--- config.mk ---
export PLATFORM = sky130hd
export DESIGN_NAME = frame_silence_record_gate_unit
export DESIGN_NICKNAME = d
export VERILOG_FILES = /design/src/hw/rtl/fsrg_pkg.sv /design/src/hw/rtl/fsrg_cfg_regs.sv /design/src/hw/rtl/fsrg_frame_stage.sv /design/src/hw/rtl/frame_silence_record_gate_unit.sv
export VERILOG_INCLUDE_DIRS = /design/src /design/src/hw/rtl
export SDC_FILE = /design/constraint.sdc
export NUM_CORES = 1
export LEC_CHECK = 0
export ABC_AREA = 1
export BUFFER_PORTS_ARGS = -buffer_cell sky130_fd_sc_hd__buf_2
export CAP_MARGIN = 0
export CORE_UTILIZATION = 50
export DETAILED_ROUTE_END_ITERATION = 6
export PLACE_DENSITY = 0.66
export SYNTH_ARGS = -nofsm -noshare
export SYNTH_HDL_FRONTEND = slang
export SYNTH_SLANG_ARGS = --single-unit
--- constraint.sdc ---
create_clock -name i_clk -period 8.46 [get_ports i_clk]
set_input_delay 0.846 -clock i_clk [delete_from_list [all_inputs] [get_ports i_clk]]
set_output_delay 0.846 -clock i_clk [all_outputs]
set_load 0.01 [all_outputs]
--- src/hw/rtl/frame_silence_record_gate_unit_macros.svh ---
// ----------------------------------------------------------------------------
// Assertion macros for the frame silence record gate
// Concurrent checks that vanish from synthesis builds.
// ----------------------------------------------------------------------------
`ifndef FRAME_SILENCE_RECORD_GATE_UNIT_MACROS_SVH
`define FRAME_SILENCE_RECORD_GATE_UNIT_MACROS_SVH

`ifndef SYNTHESIS

// Check that a condition implies another in the same cycle
`define FSRG_ASSERT_IMPLIES(label, clk, rst_n, cond, prop) \
    label: assert property (@(posedge clk) disable iff (!rst_n) (cond) |-> (prop)) \
        else $error("assertion failed");

// Check that a condition implies another in the next cycle
`define FSRG_ASSERT_NEXT(label, clk, rst_n, cond, prop) \
    label: assert property (@(posedge clk) disable iff (!rst_n) (cond) |=> (prop)) \
        else $error("assertion failed");

`else

`define FSRG_ASSERT_IMPLIES(label, clk, rst_n, cond, prop)
`define FSRG_ASSERT_NEXT(label, clk, rst_n, cond, prop)

`endif

`endif

--- src/hw/rtl/fsrg_pkg.sv ---
// ----------------------------------------------------------------------------
// fsrg_pkg
// Shared types, register indexes and reset values of the frame gate.
// ----------------------------------------------------------------------------
package fsrg_pkg;

    localparam int unsigned CFG_INDEX_W = 2;
    localparam int unsigned CFG_DATA_W  = 16;

    typedef enum logic [CFG_INDEX_W-1:0] {
        CFG_LOUD_THRESHOLD    = 2'd0,
        CFG_FRAME_LENGTH      = 2'd1,
        CFG_MIN_LOUD_COUNT    = 2'd2,
        CFG_STOP_AFTER_SILENT = 2'd3
    } t_cfg_index;

    localparam logic [14:0] RST_LOUD_THRESHOLD    = 15'd32767;
    localparam logic [15:0] RST_FRAME_LENGTH      = 16'd22050;
    localparam logic [15:0] RST_MIN_LOUD_COUNT    = 16'd5512;
    localparam logic [7:0]  RST_STOP_AFTER_SILENT = 8'd20;

    typedef struct packed {
        logic [14:0] loud_threshold;
        logic [15:0] frame_length;
        logic [15:0] min_loud_count;
        logic [7:0]  stop_after_silent;
    } t_cfg;

    typedef struct packed {
        logic        frame_silent;
        logic        start_recording;
        logic        keep_frame;
        logic        stop_recording;
        logic [15:0] loud_count;
    } t_result;

endpackage

--- src/hw/rtl/fsrg_cfg_regs.sv ---
// ----------------------------------------------------------------------------
// fsrg_cfg_regs
// Configuration register file, write only, one register per index.
// ----------------------------------------------------------------------------
module fsrg_cfg_regs (
    input  logic                           i_clk,
    input  logic                           i_rst_n,
    input  logic                           i_cfg_we,
    input  logic [fsrg_pkg::CFG_INDEX_W-1:0] i_cfg_index,
    input  logic [fsrg_pkg::CFG_DATA_W-1:0]  i_cfg_data,
    output fsrg_pkg::t_cfg                 o_cfg
);
    import fsrg_pkg::*;

    t_cfg r_cfg;

    // Write the addressed register, keeping only its low bits
    always_ff @(posedge i_clk) begin
        if (!i_rst_n) begin
            r_cfg.loud_threshold    <= RST_LOUD_THRESHOLD;
            r_cfg.frame_length      <= RST_FRAME_LENGTH;
            r_cfg.min_loud_count    <= RST_MIN_LOUD_COUNT;
            r_cfg.stop_after_silent <= RST_STOP_AFTER_SILENT;
        end else if (i_cfg_we) begin
            case (t_cfg_index'(i_cfg_index))
                CFG_LOUD_THRESHOLD:    r_cfg.loud_threshold    <= i_cfg_data[14:0];
                CFG_FRAME_LENGTH:      r_cfg.frame_length      <= i_cfg_data[15:0];
                CFG_MIN_LOUD_COUNT:    r_cfg.min_loud_count    <= i_cfg_data[15:0];
                CFG_STOP_AFTER_SILENT: r_cfg.stop_after_silent <= i_cfg_data[7:0];
                default: begin
                end
            endcase
        end
    end

    assign o_cfg = r_cfg;

endmodule

--- src/hw/rtl/fsrg_frame_stage.sv ---
// ----------------------------------------------------------------------------
// fsrg_frame_stage
// Per-sample loudness count, frame boundary and recording decision.
// ----------------------------------------------------------------------------
module fsrg_frame_stage (
    input  logic              i_clk,
    input  logic              i_rst_n,
    input  logic              i_step,
    input  logic [15:0]       i_sample,
    input  fsrg_pkg::t_cfg    i_cfg,
    output logic              o_frame_end,
    output fsrg_pkg::t_result o_result
);
    import fsrg_pkg::*;

    logic [15:0] r_position;
    logic [15:0] r_loud_tally;
    logic        r_recording;
    logic [7:0]  r_silent_tally;

    logic [15:0] n_position;
    logic [15:0] n_loud_tally;
    logic        n_recording;
    logic [7:0]  n_silent_tally;

    logic [16:0] mag;
    logic        loud;
    logic [15:0] count;
    logic [16:0] taken;
    logic        silent;
    logic        start;
    logic        rec_mid;
    logic [7:0]  silent_base;
    logic [7:0]  silent_inc;
    logic        stop;

    // Magnitude of the sample; the most negative value gives 32768
    always_comb begin
        mag  = i_sample[15] ? (17'h10000 - {1'b0, i_sample}) : {1'b0, i_sample};
        loud = mag >= {2'b00, i_cfg.loud_threshold};
    end

    // Count loud samples, saturating, and find the frame boundary
    always_comb begin
        count       = r_loud_tally + {15'd0, (loud && (r_loud_tally != 16'hFFFF))};
        taken       = {1'b0, r_position} + 17'd1;
        o_frame_end = !(taken < {1'b0, i_cfg.frame_length});
    end

    // Decide on recording at the frame end
    always_comb begin
        silent      = count < i_cfg.min_loud_count;
        start       = !r_recording && !silent;
        rec_mid     = r_recording || start;
        silent_base = start ? 8'd0 : r_silent_tally;
        silent_inc  = (silent_base != 8'hFF) ? (silent_base + 8'd1) : silent_base;
        stop        = rec_mid && silent && (silent_inc >= i_cfg.stop_after_silent);
    end

    // Next state: advance within a frame, or close it
    always_comb begin
        n_position     = r_position;
        n_loud_tally   = r_loud_tally;
        n_recording    = r_recording;
        n_silent_tally = r_silent_tally;
        if (i_step) begin
            if (!o_frame_end) begin
                n_position   = taken[15:0];
                n_loud_tally = count;
            end else begin
                n_position   = 16'd0;
                n_loud_tally = 16'd0;
                n_recording  = rec_mid && !stop;
                if (rec_mid) begin
                    n_silent_tally = silent ? silent_inc : silent_base;
                end
            end
        end
    end

    always_ff @(posedge i_clk) begin
        if (!i_rst_n) begin
            r_position     <= 16'd0;
            r_loud_tally   <= 16'd0;
            r_recording    <= 1'b0;
            r_silent_tally <= 8'd0;
        end else begin
            r_position     <= n_position;
            r_loud_tally   <= n_loud_tally;
            r_recording    <= n_recording;
            r_silent_tally <= n_silent_tally;
        end
    end

    assign o_result.frame_silent    = silent;
    assign o_result.start_recording = start;
    assign o_result.keep_frame      = rec_mid;
    assign o_result.stop_recording  = stop;
    assign o_result.loud_count      = count;

endmodule

--- src/hw/rtl/frame_silence_record_gate_unit.sv ---
// ----------------------------------------------------------------------------
// frame_silence_record_gate_unit
// Frame-based voice activity gate with hangover: one decision per frame.
// ----------------------------------------------------------------------------
// Samples are taken at one item per clock, except while a sample that
// closes a frame is held. Each accepted sample goes into an input
// register and is counted against the frame from there; a frame's
// decision is loaded into the output register when its closing sample
// is processed. Samples that do not close a frame produce no item and
// never wait for the output side. A sample that closes a frame waits
// only while the previous decision is still held unread.
// ----------------------------------------------------------------------------
module frame_silence_record_gate_unit (
    input  logic                             i_clk,
    input  logic                             i_rst_n,
    input  logic                             i_valid,
    output logic                             o_ready,
    input  logic signed [15:0]               i_sample,
    output logic                             o_valid,
    input  logic                             i_ready,
    output logic                             o_frame_silent,
    output logic                             o_start_recording,
    output logic                             o_keep_frame,
    output logic                             o_stop_recording,
    output logic [15:0]                      o_loud_count,
    input  logic                             i_cfg_we,
    input  logic [fsrg_pkg::CFG_INDEX_W-1:0] i_cfg_index,
    input  logic [fsrg_pkg::CFG_DATA_W-1:0]  i_cfg_data
);
    import fsrg_pkg::*;

`include "frame_silence_record_gate_unit_macros.svh"

    t_cfg        cfg;
    t_result     result;
    t_result     r_out;
    logic        r_out_valid;
    logic        r_in_valid;
    logic [15:0] r_sample;
    logic        frame_end;
    logic        slot_free;
    logic        step;

    fsrg_cfg_regs u_cfg (
        .i_clk       (i_clk),
        .i_rst_n     (i_rst_n),
        .i_cfg_we    (i_cfg_we),
        .i_cfg_index (i_cfg_index),
        .i_cfg_data  (i_cfg_data),
        .o_cfg       (cfg)
    );

    fsrg_frame_stage u_frame (
        .i_clk       (i_clk),
        .i_rst_n     (i_rst_n),
        .i_step      (step),
        .i_sample    (r_sample),
        .i_cfg       (cfg),
        .o_frame_end (frame_end),
        .o_result    (result)
    );

    // Process the held sample unless it closes a frame with the output full
    assign slot_free = !r_out_valid || i_ready;
    assign step      = r_in_valid && (!frame_end || slot_free);
    assign o_ready   = !r_in_valid || step;

    // Input register
    always_ff @(posedge i_clk) begin
        if (!i_rst_n) begin
            r_in_valid <= 1'b0;
        end else if (o_ready) begin
            r_in_valid <= i_valid;
        end
    end

    always_ff @(posedge i_clk) begin
        if (o_ready) begin
            r_sample <= i_sample;
        end
    end

    // Result register: load on a frame end, drop once taken
    always_ff @(posedge i_clk) begin
        if (!i_rst_n) begin
            r_out_valid <= 1'b0;
        end else if (step && frame_end) begin
            r_out_valid <= 1'b1;
        end else if (i_ready) begin
            r_out_valid <= 1'b0;
        end
    end

    always_ff @(posedge i_clk) begin
        if (step && frame_end) begin
            r_out <= result;
        end
    end

    assign o_valid           = r_out_valid;
    assign o_frame_silent    = r_out.frame_silent;
    assign o_start_recording = r_out.start_recording;
    assign o_keep_frame      = r_out.keep_frame;
    assign o_stop_recording  = r_out.stop_recording;
    assign o_loud_count      = r_out.loud_count;

    // A stop only ends a kept frame, and a start needs a loud frame
    `FSRG_ASSERT_IMPLIES(a_stop_kept, i_clk, i_rst_n, o_valid && o_stop_recording, o_keep_frame)
    `FSRG_ASSERT_IMPLIES(a_start_loud, i_clk, i_rst_n, o_valid && o_start_recording, !o_frame_silent && o_keep_frame)
    // A frame end processed into a busy output would lose a result
    `FSRG_ASSERT_IMPLIES(a_no_overwrite, i_clk, i_rst_n, step && frame_end, slot_free)
    // A held result stays presented until taken
    `FSRG_ASSERT_NEXT(a_result_held, i_clk, i_rst_n, r_out_valid && !i_ready, r_out_valid)

endmodule

==> qor.csv, run 1 <==
stage,metric,value,unit
synth,post-synth cell types,45,
timing,worst hold slack,0.4608,ns
detailed_routing,routed len/inst,13.36,um
synth,area share of the leading cell type in the synthesized netlist,0.2709,
synth,largest family of logic cells by synthesized area,simple AND/OR/NAND/NOR gates,
clock_network,htree depth,4,
placement,number of placed instances with taps included,1114,
synth,mean instance size in the synthesized netlist,8.056,sq um
timing,Final Setup Violations,0,
synth,syn_nets,996,
clock_network,root buffer cell,clkbuf_16,
timing,Max Clk Rate,0.1371,GHz
synth,cell accounting for the most synthesized area,dfxtp_1,
grt,number of global-route vias before repair,5229,
status,result of the run,completed,
synth,register bit count reported by yosys,134,
clock_network,post-cts hold buffer count,0,
grt,pin count of the biggest net entering global routing,65,
detailed_routing,TritonRoute pass-1 iters,7,
synth,biggest area contributors in the synthesized netlist,"dfxtp_1 27%, edfxtp_1 15%, nand2_1 11%, ha_1 10%, inv_1 6.8%",
timing,minimum period implied by the final worst setup slack,7.292,ns
pwr,leakage power summed over all cells,3.888,nW
worst_setup_path,kind of start point of the critical path,flip-flop,
grt,first-pass GRT wire length,25410,um
floorplan,overall die area,14970,sq um
clock_network,CTS clock-pin slew for the worst setup and hold paths,0.06,ns
worst_setup_path,reg2reg start,r_sample[0],
floorplan,total number of placement rows,43,
clock_network,CTS tree,done,
detailed_routing,average via count per standard cell,5.048,
placement,gpl congestion,0.8668,
run,max-cap violations,0,
final_layout,count of nets after finishing,1050,
synth,adder and majority cell fraction of the synthesized area,0.1002,
synth,most frequent cell after synthesis,nand2_1,
timing,Slew @ Worst Pin,1.118,ns
worst_setup_path,worst setup path category,reg -> reg,
floorplan,Die Width,122.4,um
synth,xor-xnor portion of the synthesized cell area,0.04820,
grt,Total Routing Usage GR,0.2215,
synth,post-synthesis instance area,7242,sq um
floorplan,I/O Pins,61,
min_path,worst min-delay path category,reg -> reg,
worst_setup_path,worst setup slack for register-to-register paths,1.17,ns
placement,Post-DP HPWL,11230,um
pwr,worst IR drop on VDD,0.1724,mV
min_path,start point of the worst hold path,u_cfg.o_cfg[31],
clock_network,number of clock buffers inserted by TritonCTS,17,
min_path,hold path depth,2,
timing,final hold vios,0,
floorplan,Core Region,13990,sq um
synth,simple-gate area share of the yosys netlist,0.2056,
synth,dominant register cell in the synthesized netlist,dfxtp_1,
timing,final period utilization,0.8619,
clock_network,number of instances resized during post-cts repair,0,
timing,final total negative setup slack,0,ns
clock_network,Post-CTS Setup Inserts,0,
synth,share of the yosys chip area belonging to registers,0.4202,
clock_network,Clock Tree Buf Depth,2,
grt,overflow left after global routing,0,
grt,initial antenna violation count,0,
synth,mux share of post-synthesis cell area,0,
worst_setup_path,CP Max Fanout,13,
pwr,Pwr Density,188.7,nW/um^2
min_path,endpoint with the worst hold slack,u_cfg.o_cfg[31],
placement,Port-buffer cells,60,
detailed_routing,number of antenna-violating nets in the routed design,0,
synth,share of flip-flops with an asynchronous set or reset,0,
detailed_routing,total wire length after detailed routing,15310,um
synth,"EDFF count, synth",36,
timing,unrepaired setup endpoints after global routing,false,
detailed_routing,total number of vias,5785,
synth,ranking of synthesized cells by instance count,"210 x nand2_1, 132 x inv_1, 98 x dfxtp_1",
final_layout,area delta synth->final,14.22,%
detailed_routing,starting DRC count in detailed routing,364,
worst_setup_path,Critical Path Sink Type,flip-flop,
floorplan,starting density of the core,0.5177,
synth,total number of yosys warnings,0,
timing,headroom to the max-slew limit,0.2526,
timing,final number of max-transition violations,0,
worst_setup_path,data arrival at the endpoint of the critical path,7.48,ns
floorplan,overall die height,122.4,um
worst_setup_path,critical path data required time,8.64,ns
synth,cells after synthesis,899,
timing,worst clock skew,0.007112,ns
final_layout,layout cell share with drive strength beyond 1,0.1253,
worst_setup_path,most numerous cell on the critical path,nand2_1,
synth,compound-cell area share of the yosys netlist,0.1360,
clock_network,Worst-Skew Late Latency,0.43,ns
worst_setup_path,maximum cell stage delay along the critical path,0.39,ns
worst_setup_path,length in cells of the worst reg-to-reg path,49,
final_layout,final antenna diode count,0,
worst_setup_path,reg-to-reg critical path endpoint,o_stop_recording,
clock_network,number of clock sinks seen by CTS,134,
detailed_routing,remaining design rule violation count,0,
final_layout,non-filler instance count after layout,1146,
worst_setup_path,"Slowest-stage cell, CP",edfxtp_1,
[per-layer routing]
layer | wire length (um) | vias up | GRT usage
met5 | 0 | - | 0
met4 | 151 | 0 | 0.06860
met3 | 617 | 11 | 0.05112
met2 | 7093 | 108 | 0.3603
met1 | 7444 | 2604 | 0.2907
li1 | - | 3062 | -
[per-stage QoR]
step                cell area, sq um  power, mW  utilization  setup slack [ns]
detailed placement              7657     0.8018       0.5474             1.145
CTS                             8272      1.573       0.5913             1.133
global route                    8272      1.616       0.5913            0.2251
finish                          8272      1.561       0.5913             1.168
floorplan                       7242     0.7680            -             1.904
global placement                7657     0.8005       0.5474             1.398
[power breakdown]
part	internal (mW)	switching, mW
registers	0.676	0.00903
logic	0.0374	0.0656
clock network	0.505	0.268
total	1.22	0.343
[worst max-delay path by stage]
stage	cells after the start	from	endpoint	slack, ns
global route	46	r_sample[0]	o_stop_recording	0.23
global placement	48	r_sample[0]	o_stop_recording	1.40
detailed placement	49	r_sample[0]	o_stop_recording	1.15
finish	49	r_sample[0]	o_stop_recording	1.17
floorplan	49	r_sample[0]	o_stop_recording	1.90
CTS	49	r_sample[0]	o_stop_recording	1.13
[critical path, delay by kind of cell, from the launching register on]
family,cells,cell delay [ns]
AND/OR/NAND/NOR,25,3.12
adder cells (fa/ha/maj),6,1.34
AO/OA/AOI/OAI,7,1.18
buffers and inverters,9,0.61
XOR/XNOR,2,0.39
flip-flops,1,0.39
[area by class of cell]
class                   count  area, sq um
multi-input cells         600         3548
clock buffers              21        461.7
inverters                 136        510.5
well taps                 180        225.2
fillers                  1283         5717
flip-flops and latches    134         3043
clock inverters            11        152.6
repair buffers             64        330.3
[cells in the final DEF, fill, tap and decap left out, types with 4 or more instances in the layout]
cell type and n:
nand2_1 210, inv_1 132, dfxtp_1 98, a21oi_1 82
buf_2 60, ha_1 58, nor2_1 52, o21ai_0 41
edfxtp_1 36, xor2_1 27, o211ai_1 26, nand3_1 21
clkbuf_16 18, nand4_1 13, nor3_1 13, xnor2_1 11
a21oi_2 8, nand3_2 6, clkinv_1 6, bufinv_16 4
buf_4 4
[sequential cells by signal, summed over array words and instances, names as in the netlist]
signal and cells:
u_frame.r_recording 1, o_start_recording 1, o_valid 1, u_frame.r_position 16, r_in_valid 1, o_loud_count 16, u_cfg.o_cfg 55, o_stop_recording 1
u_frame.r_loud_tally 16, r_sample 16, u_frame.r_silent_tally 8, o_frame_silent 1, o_keep_frame 1
[cell families after synthesis]
group,Yosys count
flip-flops,134
buffers and inverters,165
AO/OA/AOI/OAI,170
XOR/XNOR,39
adder cells (fa/ha/maj),58
AND/OR/NAND/NOR,333
(Power assumes the default switching activity.)
==> run 2, diff against run 1 <==
Settings changed: CTS_BUF_LIST from default to sky130_fd_sc_hd__clkbuf_8.
==> run 2 against run 1 <==
  * Clock power decreased by 25%
  * Utilization decreased by 1.3 points
  * Non-clock buffer count unchanged
  * Via count decreased by 1.1%
  * Wire length decreased by 1.4%
  * Sequential power about the same
  * Global-route usage decreased by 0.37 points
  * Final area decreased by 2.3%
  * First-iteration DRC count increased by 19%
  * Largest power group is now registers
==> qor.csv, run 2 (synthesized netlist as in run 1, its figures left out) <==
stage,metric,value,unit,change
floorplan,total number of placement rows,43,,unchanged
detailed_routing,total wire length after detailed routing,15100,um,-1.4%
detailed_routing,number of antenna-violating nets in the routed design,0,,unchanged
timing,worst clock skew,0.009773,ns,+0.002660 ns
timing,final hold vios,0,,unchanged
floorplan,I/O Pins,61,,unchanged
worst_setup_path,Critical Path Sink Type,flip-flop,,
timing,final period utilization,0.8671,,+0.005229
floorplan,starting density of the core,0.5177,,unchanged
timing,headroom to the max-slew limit,0.2548,,+0.002122
clock_network,Post-CTS Setup Inserts,0,,unchanged
grt,first-pass GRT wire length,25130,um,-1.1%
final_layout,"most common cell after layout, fill and taps aside",nand2_1,,
timing,Final Setup Violations,0,,unchanged
clock_network,number of clock sinks seen by CTS,134,,unchanged
placement,area of placed instances,7657,sq um,unchanged
status,result of the run,completed,,
placement,Post-DP HPWL,11230,um,unchanged
final_layout,# fillers,1316,,+2.6%
timing,worst hold slack,0.4623,ns,+0.001547 ns
clock_network,CTS tree,done,,
pwr,Pwr Density,169.4,nW/um^2,-10%
worst_setup_path,data arrival at the endpoint of the critical path,7.54,ns,+0.06 ns
pwr,leakage power summed over all cells,3.815,nW,-1.9%
final_layout,"top library cells by usage in the layout, fill and taps aside","210 x nand2_1, 135 x inv_1, 98 x dfxtp_1",,
grt,overflow left after global routing,0,,unchanged
grt,pin count of the biggest net entering global routing,65,,unchanged
floorplan,Die Width,122.4,um,unchanged
clock_network,root buffer cell,clkbuf_8,,
run,max-cap violations,0,,unchanged
clock_network,number of clock buffers inserted by TritonCTS,17,,unchanged
final_layout,count of nets after finishing,1050,,unchanged
floorplan,overall die height,122.4,um,unchanged
detailed_routing,starting DRC count in detailed routing,434,,+19%
clock_network,CTS clock-pin slew for the worst setup and hold paths,0.07,ns,about the same
clock_network,post-cts hold buffer count,0,,unchanged
timing,Slew @ Worst Pin,1.115,ns,-0.003174 ns
worst_setup_path,maximum cell stage delay along the critical path,0.39,ns,about the same
worst_setup_path,"Slowest-stage cell, CP",edfxtp_1,,
final_layout,area delta synth->final,11.64,%,
detailed_routing,routed len/inst,13.17,um,-1.4%
grt,Total Routing Usage GR,0.2178,,-0.003697
detailed_routing,total number of vias,5719,,-1.1%
clock_network,Worst-Skew Late Latency,0.44,ns,about the same
worst_setup_path,kind of start point of the critical path,flip-flop,,
final_layout,Finished Core Util,0.5780,,-0.01333
floorplan,overall die area,14970,sq um,unchanged
clock_network,htree depth,4,,unchanged
grt,initial antenna violation count,0,,unchanged
detailed_routing,remaining design rule violation count,0,,unchanged
min_path,worst min-delay path category,reg -> reg,,
timing,unrepaired setup endpoints after global routing,false,,
final_layout,flip-flop count of the largest register after layout,55,,unchanged
worst_setup_path,"Largest delay share family, worst path",simple AND/OR/NAND/NOR gates,,
worst_setup_path,Buffers & Inverters on Critical Path,9,,unchanged
worst_setup_path,CP Max Fanout,13,,unchanged
timing,final total negative setup slack,0,ns,unchanged
detailed_routing,average via count per standard cell,4.990,,-1.1%
detailed_routing,TritonRoute pass-1 iters,5,,-2
clock_network,Clock Tree Buf Depth,2,,unchanged
final_layout,layout cell share with drive strength beyond 1,0.1253,,unchanged
final_layout,fin area,8085,sq um,-2.3%
worst_setup_path,most numerous cell on the critical path,nand2_1,,
final_layout,final antenna diode count,0,,unchanged
worst_setup_path,critical path data required time,8.66,ns,+0.02 ns
grt,number of global-route vias before repair,5195,,-0.65%
timing,Max Clk Rate,0.1363,GHz,-0.60%
pwr,power consumption,1.370,mW,-12%
clock_network,number of instances resized during post-cts repair,0,,unchanged
floorplan,Core Region,13990,sq um,unchanged
worst_setup_path,worst setup path category,reg -> reg,,
timing,minimum period implied by the final worst setup slack,7.336,ns,+0.04424 ns
placement,gpl congestion,0.8668,,unchanged
placement,Port-buffer cells,60,,unchanged
timing,final number of max-transition violations,0,,unchanged
pwr,worst IR drop on VDD,0.1836,mV,+6.5%
-- run 2: cell types whose count changed in the layout (fill, tap and decap cells not counted), sizes merged --
cell and delta:
clkbuf -4, inv +3, bufinv +1
-- run 2: power by group --
part	leakage [nW]	internal [mW]	switching, mW	total [mW]
Combinational	2.44	0.0374	0.0658	0.103
Sequential	1.15	0.675	0.00886	0.684
Clock	0.225	0.342	0.240	0.582
Total	3.82	1.05	0.315	1.37
-- run 2: metal layers --
metal | routed length (um) | part of all wire | up-vias | track usage
met4 | 107 | 0.0071 | 0 | 0.05564
met5 | 0 | 0 | - | 0
met2 | 6979 | 0.46 | 97 | 0.3557
li1 | - | - | 3060 | -
met3 | 567 | 0.038 | 8 | 0.05112
met1 | 7441 | 0.49 | 2554 | 0.2886
-- run 2: layout make-up --
| class | count | area, sq um | area share |
|---|---|---|---|
| clock inverters | 15 | 193.9 | 0.02399 |
| inverters | 136 | 510.5 | 0.06314 |
| flip-flops and latches | 134 | 3043 | 0.3764 |
| multi-input cells | 600 | 3548 | 0.4389 |
| repair buffers | 64 | 330.3 | 0.04085 |
| clock buffers | 17 | 234.0 | 0.02894 |
| well taps | 180 | 225.2 | 0.02786 |
-- run 2: worst paths after layout --
check / from / end / slack [ns] / depth (start not counted)
max: r_sample[0] / o_stop_recording / 1.12 / 49
max reg2reg: r_sample[0] / o_stop_recording / 1.12 / 49
min: u_cfg.o_cfg[31] / u_cfg.o_cfg[31] / 0.46 / 2
min reg2reg: u_cfg.o_cfg[31] / u_cfg.o_cfg[31] / 0.46 / 2
-- run 2: stage by stage --
step                      setup WS (ns)  instances
after detailed placement          1.145       1114
final                             1.124       1146
after CTS                         1.125       1146
after floorplan                   1.904        899
after global placement            1.398       1114
after global routing             0.2083       1146
-- run 2: worst min-delay path: cells and delay by family (launching register included) --
kind	cells	cell delay, ns
compound gates	1	0.06
flops	1	0.30
buf+inv	1	0.06
